--- config.mk ---
export PLATFORM = sky130hd
export DESIGN_NAME = one_wire_bus_master_unit
export DESIGN_NICKNAME = d
export VERILOG_FILES = /design/src/hw/rtl/owbm_pkg.sv /design/src/hw/rtl/one_wire_bus_master_unit.sv
export SDC_FILE = /design/constraint.sdc
export NUM_CORES = 1
export LEC_CHECK = 0
export BUFFER_PORTS_ARGS = -buffer_cell sky130_fd_sc_hd__buf_2
export CELL_PAD_IN_SITES_DETAIL_PLACEMENT = 1
export CELL_PAD_IN_SITES_GLOBAL_PLACEMENT = 1
export CORE_ASPECT_RATIO = 1.1
export CORE_MARGIN = 2
export CORE_UTILIZATION = 35
export CTS_CLUSTER_DIAMETER = 150
export DETAILED_ROUTE_END_ITERATION = 10
export HOLD_SLACK_MARGIN = 0.15
export PLACE_DENSITY_LB_ADDON = 0.1
export SKIP_LAST_GASP = 1
export SLEW_MARGIN = 20
export SYNTH_ARGS = -nofsm -noshare
export SYNTH_HDL_FRONTEND = slang
export SYNTH_SLANG_ARGS = --single-unit
--- constraint.sdc ---
create_clock -name clk_i -period 5.35 [get_ports clk_i]
set_clock_uncertainty 0.1 [all_clocks]
set_input_delay 1.605 -clock clk_i [delete_from_list [all_inputs] [get_ports clk_i]]
set_output_delay 1.605 -clock clk_i [all_outputs]
set_load 0.05 [all_outputs]
--- src/hw/rtl/owbm_pkg.sv ---
package owbm_pkg;

  localparam int unsigned TICK_W = 12;
  localparam int unsigned RECOVERY_TICKS_DEF = 5;

  localparam logic [11:0] RESET_LOW_DEF       = 12'd600;
  localparam logic [7:0]  RESET_SETTLE_DEF    = 8'd20;
  localparam logic [9:0]  PRESENCE_WINDOW_DEF = 10'd500;
  localparam logic [9:0]  PRESENCE_LIMIT_DEF  = 10'd480;
  localparam logic [5:0]  SHORT_LOW_DEF       = 6'd5;
  localparam logic [7:0]  READ_SAMPLE_DEF     = 8'd20;
  localparam logic [7:0]  READ_SLOT_DEF       = 8'd60;
  localparam logic [7:0]  WRITE_SLOT_DEF      = 8'd80;

  typedef enum logic [1:0] {
    CMD_TICK  = 2'd0,
    CMD_RESET = 2'd1,
    CMD_READ  = 2'd2,
    CMD_WRITE = 2'd3
  } cmd_e;

  typedef enum logic [2:0] {
    CFG_RESET_LOW       = 3'd0,
    CFG_RESET_SETTLE    = 3'd1,
    CFG_PRESENCE_WINDOW = 3'd2,
    CFG_PRESENCE_LIMIT  = 3'd3,
    CFG_SHORT_LOW       = 3'd4,
    CFG_READ_SAMPLE     = 3'd5,
    CFG_READ_SLOT       = 3'd6,
    CFG_WRITE_SLOT      = 3'd7
  } cfg_idx_e;

  typedef enum logic [3:0] {
    PH_IDLE       = 4'd0,
    PH_RST_LOW    = 4'd1,
    PH_RST_SETTLE = 4'd2,
    PH_RST_WATCH  = 4'd3,
    PH_READ       = 4'd4,
    PH_WRITE      = 4'd5
  } phase_e;

  typedef struct packed {
    logic [1:0] command;
    logic [7:0] write_byte;
    logic       line_level;
  } in_item_t;

  typedef struct packed {
    logic       drive_low;
    logic       busy_res;
    logic       done_res;
    logic       presence;
    logic [7:0] read_byte;
    logic       command_rejected;
  } out_item_t;

endpackage

--- src/hw/rtl/one_wire_bus_master_unit.sv ---
// an accepted tick beat's result is registered in the output register, or in the skid entry while the output is stalled
// throughput: one tick beat per cycle while in_stall_o is low, all timing state updated by one pass of logic
// a two-entry output buffer lets a beat in while the previous result is stalled
// reset: asynchronous, bus phase idle, counters and flags cleared, timing registers
// return to their standard-speed defaults, output buffer emptied
module one_wire_bus_master_unit #(
  parameter int unsigned RECOVERY_TICKS = owbm_pkg::RECOVERY_TICKS_DEF
) (
  input  logic                clk_i,
  input  logic                rst_ni,
  input  logic                in_valid_i,
  output logic                in_stall_o,
  input  owbm_pkg::in_item_t  in_data_i,
  output logic                out_valid_o,
  input  logic                out_stall_i,
  output owbm_pkg::out_item_t out_data_o,
  input  logic                cfg_valid_i,
  output logic                cfg_ready_o,
  input  logic [2:0]          cfg_index_i,
  input  logic [11:0]         cfg_data_i
);
  import owbm_pkg::*;

  localparam int unsigned RecW = $clog2(256 + RECOVERY_TICKS);

  logic [11:0] reset_low_q;
  logic [7:0]  reset_settle_q;
  logic [9:0]  presence_window_q;
  logic [9:0]  presence_limit_q;
  logic [5:0]  short_low_q;
  logic [7:0]  read_sample_q;
  logic [7:0]  read_slot_q;
  logic [7:0]  write_slot_q;

  phase_e            phase_q, phase_d;
  logic [TICK_W-1:0] tick_q, tick_d;
  logic [2:0]        bit_q, bit_d;
  logic [7:0]        shift_q, shift_d;
  logic              low_seen_q, low_seen_d;
  logic              pres_flag_q, pres_flag_d;

  out_item_t out_q, skid_q, res;
  logic      out_valid_q, skid_valid_q;
  logic      accept;

  // effective state once a start command has been applied
  logic              start;
  phase_e            eff_phase;
  logic [TICK_W-1:0] eff_tick;
  logic [2:0]        eff_bit;
  logic [7:0]        eff_shift;
  logic              eff_low_seen;
  logic              eff_pres_flag;

  logic [11:0] rst_low_min;
  logic [7:0]  settle_min;
  logic [9:0]  window_min;
  logic [5:0]  short_min;
  logic [7:0]  sample_min;
  logic [7:0]  rslot_min;
  logic [7:0]  wslot_min;
  logic [8:0]  sample_at;
  logic [8:0]  sample_plus1;
  logic [8:0]  read_end;
  logic [7:0]  write_body;
  logic [RecW-1:0] write_end;
  logic [TICK_W:0] tc_inc;

  logic rst_low_end, settle_end, watch_end, read_slot_end, write_slot_end;
  logic sample_now, short_active, body_active;

  assign cfg_ready_o = 1'b1;
  assign in_stall_o  = skid_valid_q;
  assign accept      = in_valid_i && !skid_valid_q;
  assign out_valid_o = out_valid_q;
  assign out_data_o  = out_q;

  always_ff @(posedge clk_i or negedge rst_ni) begin
    if (!rst_ni) begin
      reset_low_q       <= RESET_LOW_DEF;
      reset_settle_q    <= RESET_SETTLE_DEF;
      presence_window_q <= PRESENCE_WINDOW_DEF;
      presence_limit_q  <= PRESENCE_LIMIT_DEF;
      short_low_q       <= SHORT_LOW_DEF;
      read_sample_q     <= READ_SAMPLE_DEF;
      read_slot_q       <= READ_SLOT_DEF;
      write_slot_q      <= WRITE_SLOT_DEF;
    end else if (cfg_valid_i) begin
      unique case (cfg_idx_e'(cfg_index_i))
        CFG_RESET_LOW:       reset_low_q       <= cfg_data_i;
        CFG_RESET_SETTLE:    reset_settle_q    <= cfg_data_i[7:0];
        CFG_PRESENCE_WINDOW: presence_window_q <= cfg_data_i[9:0];
        CFG_PRESENCE_LIMIT:  presence_limit_q  <= cfg_data_i[9:0];
        CFG_SHORT_LOW:       short_low_q       <= cfg_data_i[5:0];
        CFG_READ_SAMPLE:     read_sample_q     <= cfg_data_i[7:0];
        CFG_READ_SLOT:       read_slot_q       <= cfg_data_i[7:0];
        CFG_WRITE_SLOT:      write_slot_q      <= cfg_data_i[7:0];
      endcase
    end
  end

  // a zero length acts as one
  assign rst_low_min = (reset_low_q == '0) ? 12'd1 : reset_low_q;
  assign settle_min  = (reset_settle_q == '0) ? 8'd1 : reset_settle_q;
  assign window_min  = (presence_window_q == '0) ? 10'd1 : presence_window_q;
  assign short_min   = (short_low_q == '0) ? 6'd1 : short_low_q;
  assign sample_min  = (read_sample_q == '0) ? 8'd1 : read_sample_q;
  assign rslot_min   = (read_slot_q == '0) ? 8'd1 : read_slot_q;
  assign wslot_min   = (write_slot_q == '0) ? 8'd1 : write_slot_q;

  assign sample_at    = {3'b000, short_min} + {1'b0, sample_min};
  assign sample_plus1 = sample_at + 9'd1;
  assign read_end     = ({1'b0, rslot_min} < sample_plus1) ? sample_plus1 : {1'b0, rslot_min};
  assign write_body   = (wslot_min < {2'b00, short_min}) ? {2'b00, short_min} : wslot_min;
  assign write_end    = RecW'(write_body) + RecW'(RECOVERY_TICKS);

  assign start = (phase_q == PH_IDLE) && (in_data_i.command != CMD_TICK);

  always_comb begin
    eff_phase     = phase_q;
    eff_tick      = tick_q;
    eff_bit       = bit_q;
    eff_shift     = shift_q;
    eff_low_seen  = low_seen_q;
    eff_pres_flag = pres_flag_q;
    if (start) begin
      unique case (cmd_e'(in_data_i.command))
        CMD_RESET: eff_phase = PH_RST_LOW;
        CMD_READ:  eff_phase = PH_READ;
        CMD_WRITE: eff_phase = PH_WRITE;
        default:   eff_phase = PH_IDLE;
      endcase
      eff_tick      = '0;
      eff_bit       = '0;
      eff_shift     = (cmd_e'(in_data_i.command) == CMD_WRITE) ? in_data_i.write_byte : 8'd0;
      eff_low_seen  = 1'b0;
      eff_pres_flag = 1'b0;
    end
  end

  assign tc_inc         = {1'b0, eff_tick} + 13'd1;
  assign rst_low_end    = tc_inc >= {1'b0, rst_low_min};
  assign settle_end     = tc_inc >= {5'b0, settle_min};
  assign watch_end      = tc_inc >= {3'b0, window_min};
  assign read_slot_end  = tc_inc >= {4'b0, read_end};
  assign write_slot_end = tc_inc >= (TICK_W + 1)'(write_end);
  assign sample_now     = eff_tick == {3'b0, sample_at};
  assign short_active   = eff_tick < {6'b0, short_min};
  assign body_active    = eff_tick < {4'b0, write_body};

  // next state
  always_comb begin
    phase_d     = eff_phase;
    tick_d      = eff_tick;
    bit_d       = eff_bit;
    shift_d     = eff_shift;
    low_seen_d  = eff_low_seen;
    pres_flag_d = eff_pres_flag;
    unique case (eff_phase)
      PH_RST_LOW: begin
        tick_d = tc_inc[TICK_W-1:0];
        if (rst_low_end) begin
          phase_d = PH_RST_SETTLE;
          tick_d  = '0;
        end
      end
      PH_RST_SETTLE: begin
        tick_d = tc_inc[TICK_W-1:0];
        if (settle_end) begin
          phase_d = PH_RST_WATCH;
          tick_d  = '0;
        end
      end
      PH_RST_WATCH: begin
        if (!eff_low_seen && !in_data_i.line_level) begin
          low_seen_d  = 1'b1;
          pres_flag_d = eff_tick < {2'b0, presence_limit_q};
        end
        tick_d = tc_inc[TICK_W-1:0];
        if (watch_end) begin
          phase_d = PH_IDLE;
          tick_d  = '0;
        end
      end
      PH_READ: begin
        if (sample_now) begin
          shift_d = {in_data_i.line_level, eff_shift[7:1]};
        end
        tick_d = tc_inc[TICK_W-1:0];
        if (read_slot_end) begin
          tick_d = '0;
          if (eff_bit == 3'd7) begin
            phase_d = PH_IDLE;
            bit_d   = '0;
          end else begin
            bit_d = eff_bit + 3'd1;
          end
        end
      end
      PH_WRITE: begin
        tick_d = tc_inc[TICK_W-1:0];
        if (write_slot_end) begin
          tick_d  = '0;
          shift_d = {1'b0, eff_shift[7:1]};
          if (eff_bit == 3'd7) begin
            phase_d = PH_IDLE;
            bit_d   = '0;
          end else begin
            bit_d = eff_bit + 3'd1;
          end
        end
      end
      default: begin
        phase_d = PH_IDLE;
      end
    endcase
  end

  // result of this tick
  always_comb begin
    res                  = '0;
    res.command_rejected = (phase_q != PH_IDLE) && (in_data_i.command != CMD_TICK);
    res.busy_res         = eff_phase != PH_IDLE;
    unique case (eff_phase)
      PH_RST_LOW: begin
        res.drive_low = 1'b1;
      end
      PH_RST_WATCH: begin
        res.done_res = watch_end;
        res.presence = watch_end && pres_flag_d;
      end
      PH_READ: begin
        res.drive_low = short_active;
        if (read_slot_end && eff_bit == 3'd7) begin
          res.done_res  = 1'b1;
          res.read_byte = shift_d;
        end
      end
      PH_WRITE: begin
        res.drive_low = eff_shift[0] ? short_active : body_active;
        res.done_res  = write_slot_end && eff_bit == 3'd7;
      end
      default: begin
        res.drive_low = 1'b0;
      end
    endcase
  end

  always_ff @(posedge clk_i or negedge rst_ni) begin
    if (!rst_ni) begin
      phase_q     <= PH_IDLE;
      tick_q      <= '0;
      bit_q       <= '0;
      shift_q     <= '0;
      low_seen_q  <= 1'b0;
      pres_flag_q <= 1'b0;
    end else if (accept) begin
      phase_q     <= phase_d;
      tick_q      <= tick_d;
      bit_q       <= bit_d;
      shift_q     <= shift_d;
      low_seen_q  <= low_seen_d;
      pres_flag_q <= pres_flag_d;
    end
  end

  // output register with one skid beat
  always_ff @(posedge clk_i or negedge rst_ni) begin
    if (!rst_ni) begin
      out_valid_q  <= 1'b0;
      skid_valid_q <= 1'b0;
    end else if (!out_valid_q || !out_stall_i) begin
      if (skid_valid_q) begin
        out_valid_q  <= 1'b1;
        skid_valid_q <= 1'b0;
      end else begin
        out_valid_q <= accept;
      end
    end else if (accept) begin
      skid_valid_q <= 1'b1;
    end
  end

  always_ff @(posedge clk_i) begin
    if (!out_valid_q || !out_stall_i) begin
      if (skid_valid_q) begin
        out_q <= skid_q;
      end else if (accept) begin
        out_q <= res;
      end
    end else if (accept) begin
      skid_q <= res;
    end
  end

endmodule
==> results of run 1 <==
==> final cells by class <==
class | count | area (um^2) | share of cell area, %
clock buffer | 18 | 450.4 | 4.000
clock inverter | 14 | 178.9 | 1.589
inverter | 75 | 281.5 | 2.500
multi-input combinational | 665 | 5278 | 46.86
sequential | 127 | 3341 | 29.66
tap | 315 | 394.1 | 3.500
timing repair buffer | 180 | 1339 | 11.89
==> flip-flops by register name (all words and copies together) (netlist names) <==
signal and cells:
out_data_o 13, skid_q 13, reset_low_q 12, tick_q 12
presence_limit_q 10, presence_window_q 10, read_sample_q 8, read_slot_q 8
reset_settle_q 8, shift_q 8, write_slot_q 8, short_low_q 6
phase_q 4, bit_q 3, in_stall_o 1, low_seen_q 1
out_valid_o 1, pres_flag_q 1
==> worst min-delay path, stage by stage, from the launching register on <==
cell and delay (ns):
dfrtp_1 0.34, nand2_1 0.05, o21ai_0 0.06
==> cell usage after synthesis (7+ instances only) <==
| cell type | count | area (um^2) |
|---|---|---|
| dfrtp_1 | 75 | 1877 |
| nand2_1 | 83 | 311.6 |
| mux2i_1 | 15 | 150.1 |
| o21ai_0 | 69 | 345.3 |
| dfstp_2 | 26 | 683.2 |
| nand3_1 | 23 | 115.1 |
| nor2b_1 | 13 | 81.33 |
| nand4_1 | 9 | 56.30 |
| nor3_1 | 17 | 85.08 |
| and2_1 | 9 | 56.30 |
| a31oi_1 | 7 | 43.79 |
| nand2b_1 | 8 | 50.05 |
| clkbuf_1 | 47 | 176.4 |
| a22o_1 | 16 | 140.1 |
| nor2_1 | 43 | 161.4 |
| edfxtp_1 | 26 | 780.8 |
| xnor2_1 | 21 | 183.9 |
| xor2_1 | 10 | 87.58 |
| a21o_1 | 17 | 127.6 |
| inv_1 | 74 | 277.8 |
| ha_1 | 93 | 1164 |
| o31ai_1 | 7 | 52.55 |
| mux2_2 | 48 | 540.5 |
| nor4_1 | 9 | 56.30 |
| a21oi_1 | 36 | 180.2 |
| o21a_1 | 12 | 90.09 |
==> worst max-delay path by stage <==
stage                startpoint        endpoint  slack, ns  cells past startpoint
5_1_grt          short_low_q[2]       tick_q[6]      -0.72                     29
4_1_cts          short_low_q[2]       tick_q[6]      -0.38                     26
3_5_place_dp   read_sample_q[4]        bit_q[0]      -0.44                     25
2_1_floorplan    short_low_q[2]  out_data_o[10]      -0.02                     26
3_3_place_gp     short_low_q[2]        bit_q[0]      -0.30                     26
6_report         short_low_q[2]       tick_q[6]      -0.49                     29
==> cells by family after synthesis <==
logic type | after synthesis | synth area share (%)
adders and majority gates | 95 | 13.48
other | 1 | 0.04236
buffers and inverters | 131 | 5.738
and+or+nand+nor | 247 | 14.35
DFF | 127 | 37.74
muxes | 63 | 7.802
AOI/OAI and AO/OA | 227 | 17.51
xor gates and xnor gates | 32 | 3.336
==> through the flow <==
| stage | hold WS [ns] | total power, uW | util, % | cell area, um^2 |
|---|---|---|---|---|
| after CTS | 0.3903 | 5764 | 44.53 | 11150 |
| final | 0.3847 | 5801 | 44.99 | 11260 |
| after detailed placement | 0.3726 | 4284 | 41.26 | 10330 |
| after global placement | 0.3637 | 4220 | 41.25 | 10330 |
| after global routing | 0.4112 | 6222 | 44.99 | 11260 |
| after floorplan | 0.3501 | 3145 | - | 8951 |
==> per-layer routing <==
layer | vias up | routed length (um)
met2 | 106 | 13680
met1 | 3608 | 13000
li1 | 3600 | -
met4 | 0 | 794
met3 | 40 | 758
met5 | - | 0
==> power by group through the flow <==
| stage | clock network (uW) | logic, uW | registers, uW |
|---|---|---|---|
| after global routing | 1330 | 3480 | 1410 |
| after detailed placement | 0 | 2890 | 1390 |
| final | 1270 | 3150 | 1380 |
| after global placement | 0 | 2830 | 1390 |
| after floorplan | 0 | 1780 | 1360 |
| after CTS | 1300 | 3090 | 1380 |
==> repair_timing <==
action	4_1_cts	5_1_grt
setup buffers	6	4
hold buffers	0	0
pin swaps	18	4
gates resized for setup	30	19
endpoints found under the hold margin	0	0
setup endpoints to repair	36	42
cloned	1	0
==> impl_metrics.toml, run 1 <==
[run_status]
outcome = "complete, but fails checks"
violations = "setup timing"

[synth]
syn_area_per_cell_um2 = 9.591
synth_flop_cell = "dfrtp_1"
yosysUniqueCellTypes = 82
syn_area_um2 = 8852
ys_warn_count = 0
synth-edff-count = 26
synth_fp_nets = 1048
async_flop_share_pct = 79.53
synth_seq_cells = 127
synthCells = 923
synth_seq_area_share_pct = 37.74

[die]
num_rows = 61
die_h_um = 170.8
num_io_pins = 47
core_area_um2 = 25030
die_w_um = 155.6
floorplan.initialDensity_pct = 35.36
fp.dieArea_um2 = 26580

[sta]
fin_crit_ns = 5.843
relSlewSlack_pct = 40.69
finalCritPeriodShare_pct = 109.2
fin_setup_tns_ns = -12.19
fmax_mhz = 171.2
tightest_slew_ns = 0.8864
rsz0062_at_grt = "yes"
drv_slew = 0
finalWorstSetupSlack_ns = -0.4928
setup_viol = 34
hold_viol = 0

[power]
sw_frac_of_total_pct = 39.38
clkPwrFrac_pct = 22.0
p_per_area_nw_per_um2 = 515.1
p_leak_uw = 0.005195
seqPwrFrac_pct = 23.8
p_comb_share_pct = 54.2
internal_power_uw = 3517
power.switching_uw = 2284
ir_drop_mv = 0.2235

[worst_setup_path]
worstSetupEndpointType = "flop"
crit_family = "compound AO/OA/AOI/OAI gates"
crit_type = "reg -> reg"
r2r-end = "tick_q[6]"
slowest_stage = "dfstp_2"
reg2reg_slack_ns = -0.49
cp.arrival_ns = 6.06
rr_worst_depth = 29
worstReg2RegStart = "short_low_q[2]"
critical_path_buf_inv_count = 3
start_kind = "flop"
required_ns = 5.57
path_max_fanout = 7
critPathMaxStageDelay_ns = 0.55

[detailed_routing]
drt_first_pass_iters = 6
wl_mm = 28.23
post_drt_wl_per_cell_um = 20.25
vias = 7354
viasPerCell = 5.275
drtIter0Drc = 256
drc = 0
drtAntennaViolNets = 0

[min_path]
hold_depth = 2
hp-class = "reg -> reg"
worstHoldEndpoint = "shift_q[2]"
hold_path_startpoint = "shift_q[2]"

[cells_and_area]
final_common_cell = "buf_4"
n_fill_cell = 2828
diodes = 0
fin_nets = 1191
layout-drive-gt1-share_pct = 33.18
layout_common_cells = "buf_4, ha_1, nand2_1"
area_growth_pct = 27.22
fin_cells = 1394

[placed_design]
placed_cells = 1352
io_buffers = 45
dpl_worst_slack_ns = -0.4413
place.gp.congestion = 0.8146
dpl.hpwl_mm = 21.75

[grt]
use_met1_pct = 28.57
met3_usage_pct = 3.014
grt.total_usage_pct = 22.31
antenna_found_initial = 0
grt_pass1_vias = 7845
globalRouteOverflowTotal = 0
busiest_layer = "met2"
grt_start_max_net_pins = 51
grt_pass1_wl_mm = 44.76
use_met2_pct = 38.40

[cts]
htree_levels = 4
insertion_delay_ns = 0.43
path_clk_slew_ns = 0.07
cts_buffers = 17
cts_max_path_buffers = 2
cts_tree = "built"
numClockSinks = 127
root_buffer = "clkbuf_16"

[flow_run]
cap_violations = 0
No activity file was read; power rests on OpenSTA's default activity.
==> run 2, diff against run 1 <==
--- a/config.mk
+++ b/config.mk
@@ -15,6 +15,7 @@
 export DETAILED_ROUTE_END_ITERATION = 10
 export HOLD_SLACK_MARGIN = 0.15
 export PLACE_DENSITY_LB_ADDON = 0.1
+export REMOVE_ABC_BUFFERS = 1
 export SKIP_LAST_GASP = 1
 export SLEW_MARGIN = 20
 export SYNTH_ARGS = -nofsm -noshare
==> impl_metrics.toml, run 2 (synthesized netlist as in run 1, its figures left out) <==
[run_status]
outcome = "complete, but fails checks"
violations = "setup timing"

[placed_design]
io_buffers = 45
dpl.hpwl_mm = 21.54
place.gp.congestion = 0.8270
placed_cell_area_um2 = 10190

[sta]
finalCritPeriodShare_pct = 105.3
hold_viol = 0
rsz0062_at_grt = "yes"
relSlewSlack_pct = 52.15
drv_slew = 0
holdWs_ns = 0.3894
finalWorstSetupSlack_ns = -0.2843
fin_crit_ns = 5.634
setup_viol = 33
fin_setup_tns_ns = -7.206
tightest_slew_ns = 0.7169
fmax_mhz = 177.5

[detailed_routing]
drt_first_pass_iters = 5
vias = 7458
drtIter0Drc = 277
post_drt_wl_per_cell_um = 20.16
viasPerCell = 5.354
wl_mm = 28.08
drtAntennaViolNets = 0
drc = 0

[cts]
cts_max_path_buffers = 2
holdBufCountCts = 0
cts_tree = "built"
root_buffer = "clkbuf_16"
insertion_delay_ns = 0.43
numClockSinks = 127
htree_levels = 4
cts_buffers = 17
path_clk_slew_ns = 0.06

[die]
floorplan.initialDensity_pct = 35.36
core_area_um2 = 25030
fp.dieArea_um2 = 26580
num_rows = 61
die_h_um = 170.8
num_io_pins = 47
die_w_um = 155.6

[flow_run]
cap_violations = 0

[power]
p_per_area_nw_per_um2 = 506.8
ir_drop_mv = 0.2403
p_leak_uw = 0.005145

[worst_setup_path]
required_ns = 5.42
cp.arrival_ns = 5.71
crit_path_frequent_cell = "nand2_2"
slowest_stage = "dfstp_2"
start_kind = "flop"
critPathMaxStageDelay_ns = 0.54
worstSetupEndpointType = "flop"
crit_type = "reg -> reg"
path_max_fanout = 5

[grt]
grt.total_usage_pct = 21.88
grt_pass1_vias = 7715
grt_pass1_wl_mm = 44.47
antenna_found_initial = 0
globalRouteOverflowTotal = 0
grt_start_max_net_pins = 47

[cells_and_area]
diodes = 0
fin_nets = 1190
layout_common_cells = "buf_4, ha_1, nand2_1"
layout-drive-gt1-share_pct = 34.60
final_common_cell = "buf_4"
final_cell_area_um2 = 11250
area_growth_pct = 27.12

[min_path]
hp-class = "reg -> reg"
-- run 2: cell types whose count changed in the layout (fill, tap and decap cells not counted), moves of 2 or more --
cell / previous run / this run
mux2i_1: 10 / 7
mux2i_2: 4 / 7
nor2_1: 40 / 34
o21ai_0: 57 / 54
clkbuf_8: 0 / 2
buf_12: 5 / 1
nor2_2: 4 / 9
o21ai_1: 13 / 11
o21ai_2: 4 / 9
buf_4: 126 / 128
-- run 2: final timing paths --
kind,from,to,slack (ns),depth (start not counted)
worst max-delay path,short_low_q[2],out_data_o[10],-0.28,29
worst min-delay path,shift_q[2],shift_q[2],0.39,2
worst max register to register,short_low_q[2],out_data_o[10],-0.28,29
worst min register to register,shift_q[2],shift_q[2],0.39,2
max in group asynchronous,rst_ni,short_low_q[2],3.12,2
min in group asynchronous,rst_ni,out_valid_o,1.11,1
-- run 2: area by class of cell --
cell class / instances / area (um^2)
well taps: 315 / 394.1
inverters: 75 / 281.5
clock inverters: 13 / 151.4
multi-input cells: 666 / 5371
clock buffers: 19 / 452.9
flip-flops and latches: 127 / 3341
fillers: 2833 / 13780
repair buffers: 178 / 1261
-- run 2: through the flow --
step | power, uW | instances | setup WS (ns) | utilization, %
5_1_grt | 6124 | 1393 | -0.5391 | 44.95
3_3_place_gp | 4090 | 1349 | -0.5181 | 40.69
6_report | 5704 | 1393 | -0.2843 | 44.95
2_1_floorplan | 3020 | 867 | -0.3638 | -
3_5_place_dp | 4153 | 1349 | -0.6744 | 40.69
4_1_cts | 5639 | 1392 | -0.3766 | 44.15
-- run 2: layer usage --
metal / global-route usage [%] / share of wire [%] / vias to the layer above
li1: - / - / 3596
met1: 29.24 / 47 / 3720
met2: 37.23 / 48 / 112
met3: 2.710 / 2.9 / 30
met4: 6.382 / 1.7 / 0
met5: 0 / 0 / -
-- run 2: worst max-delay path, delay by kind of cell (launching register included) --
family | cells | cell delay (ns)
multiplexers | 2 | 0.48
buffers and inverters | 3 | 0.44
flip-flops | 1 | 0.54
AND/OR/NAND/NOR | 10 | 0.81
AO/OA/AOI/OAI | 8 | 1.57
adder cells (fa/ha/maj) | 4 | 1.11
XOR/XNOR | 2 | 0.31
-- run 2: what timing repair did --
item,4_1_cts,5_1_grt
pin swaps,35,20
buffers inserted,10,1
gates cloned,1,0
gates resized for setup,45,47
endpoints found under the setup margin,34,43
-- run 2: report_power, final --
part / switching, uW / internal (uW)
logic: 1620 / 1480
registers: 163 / 1220
clock network: 501 / 720
total: 2280 / 3420
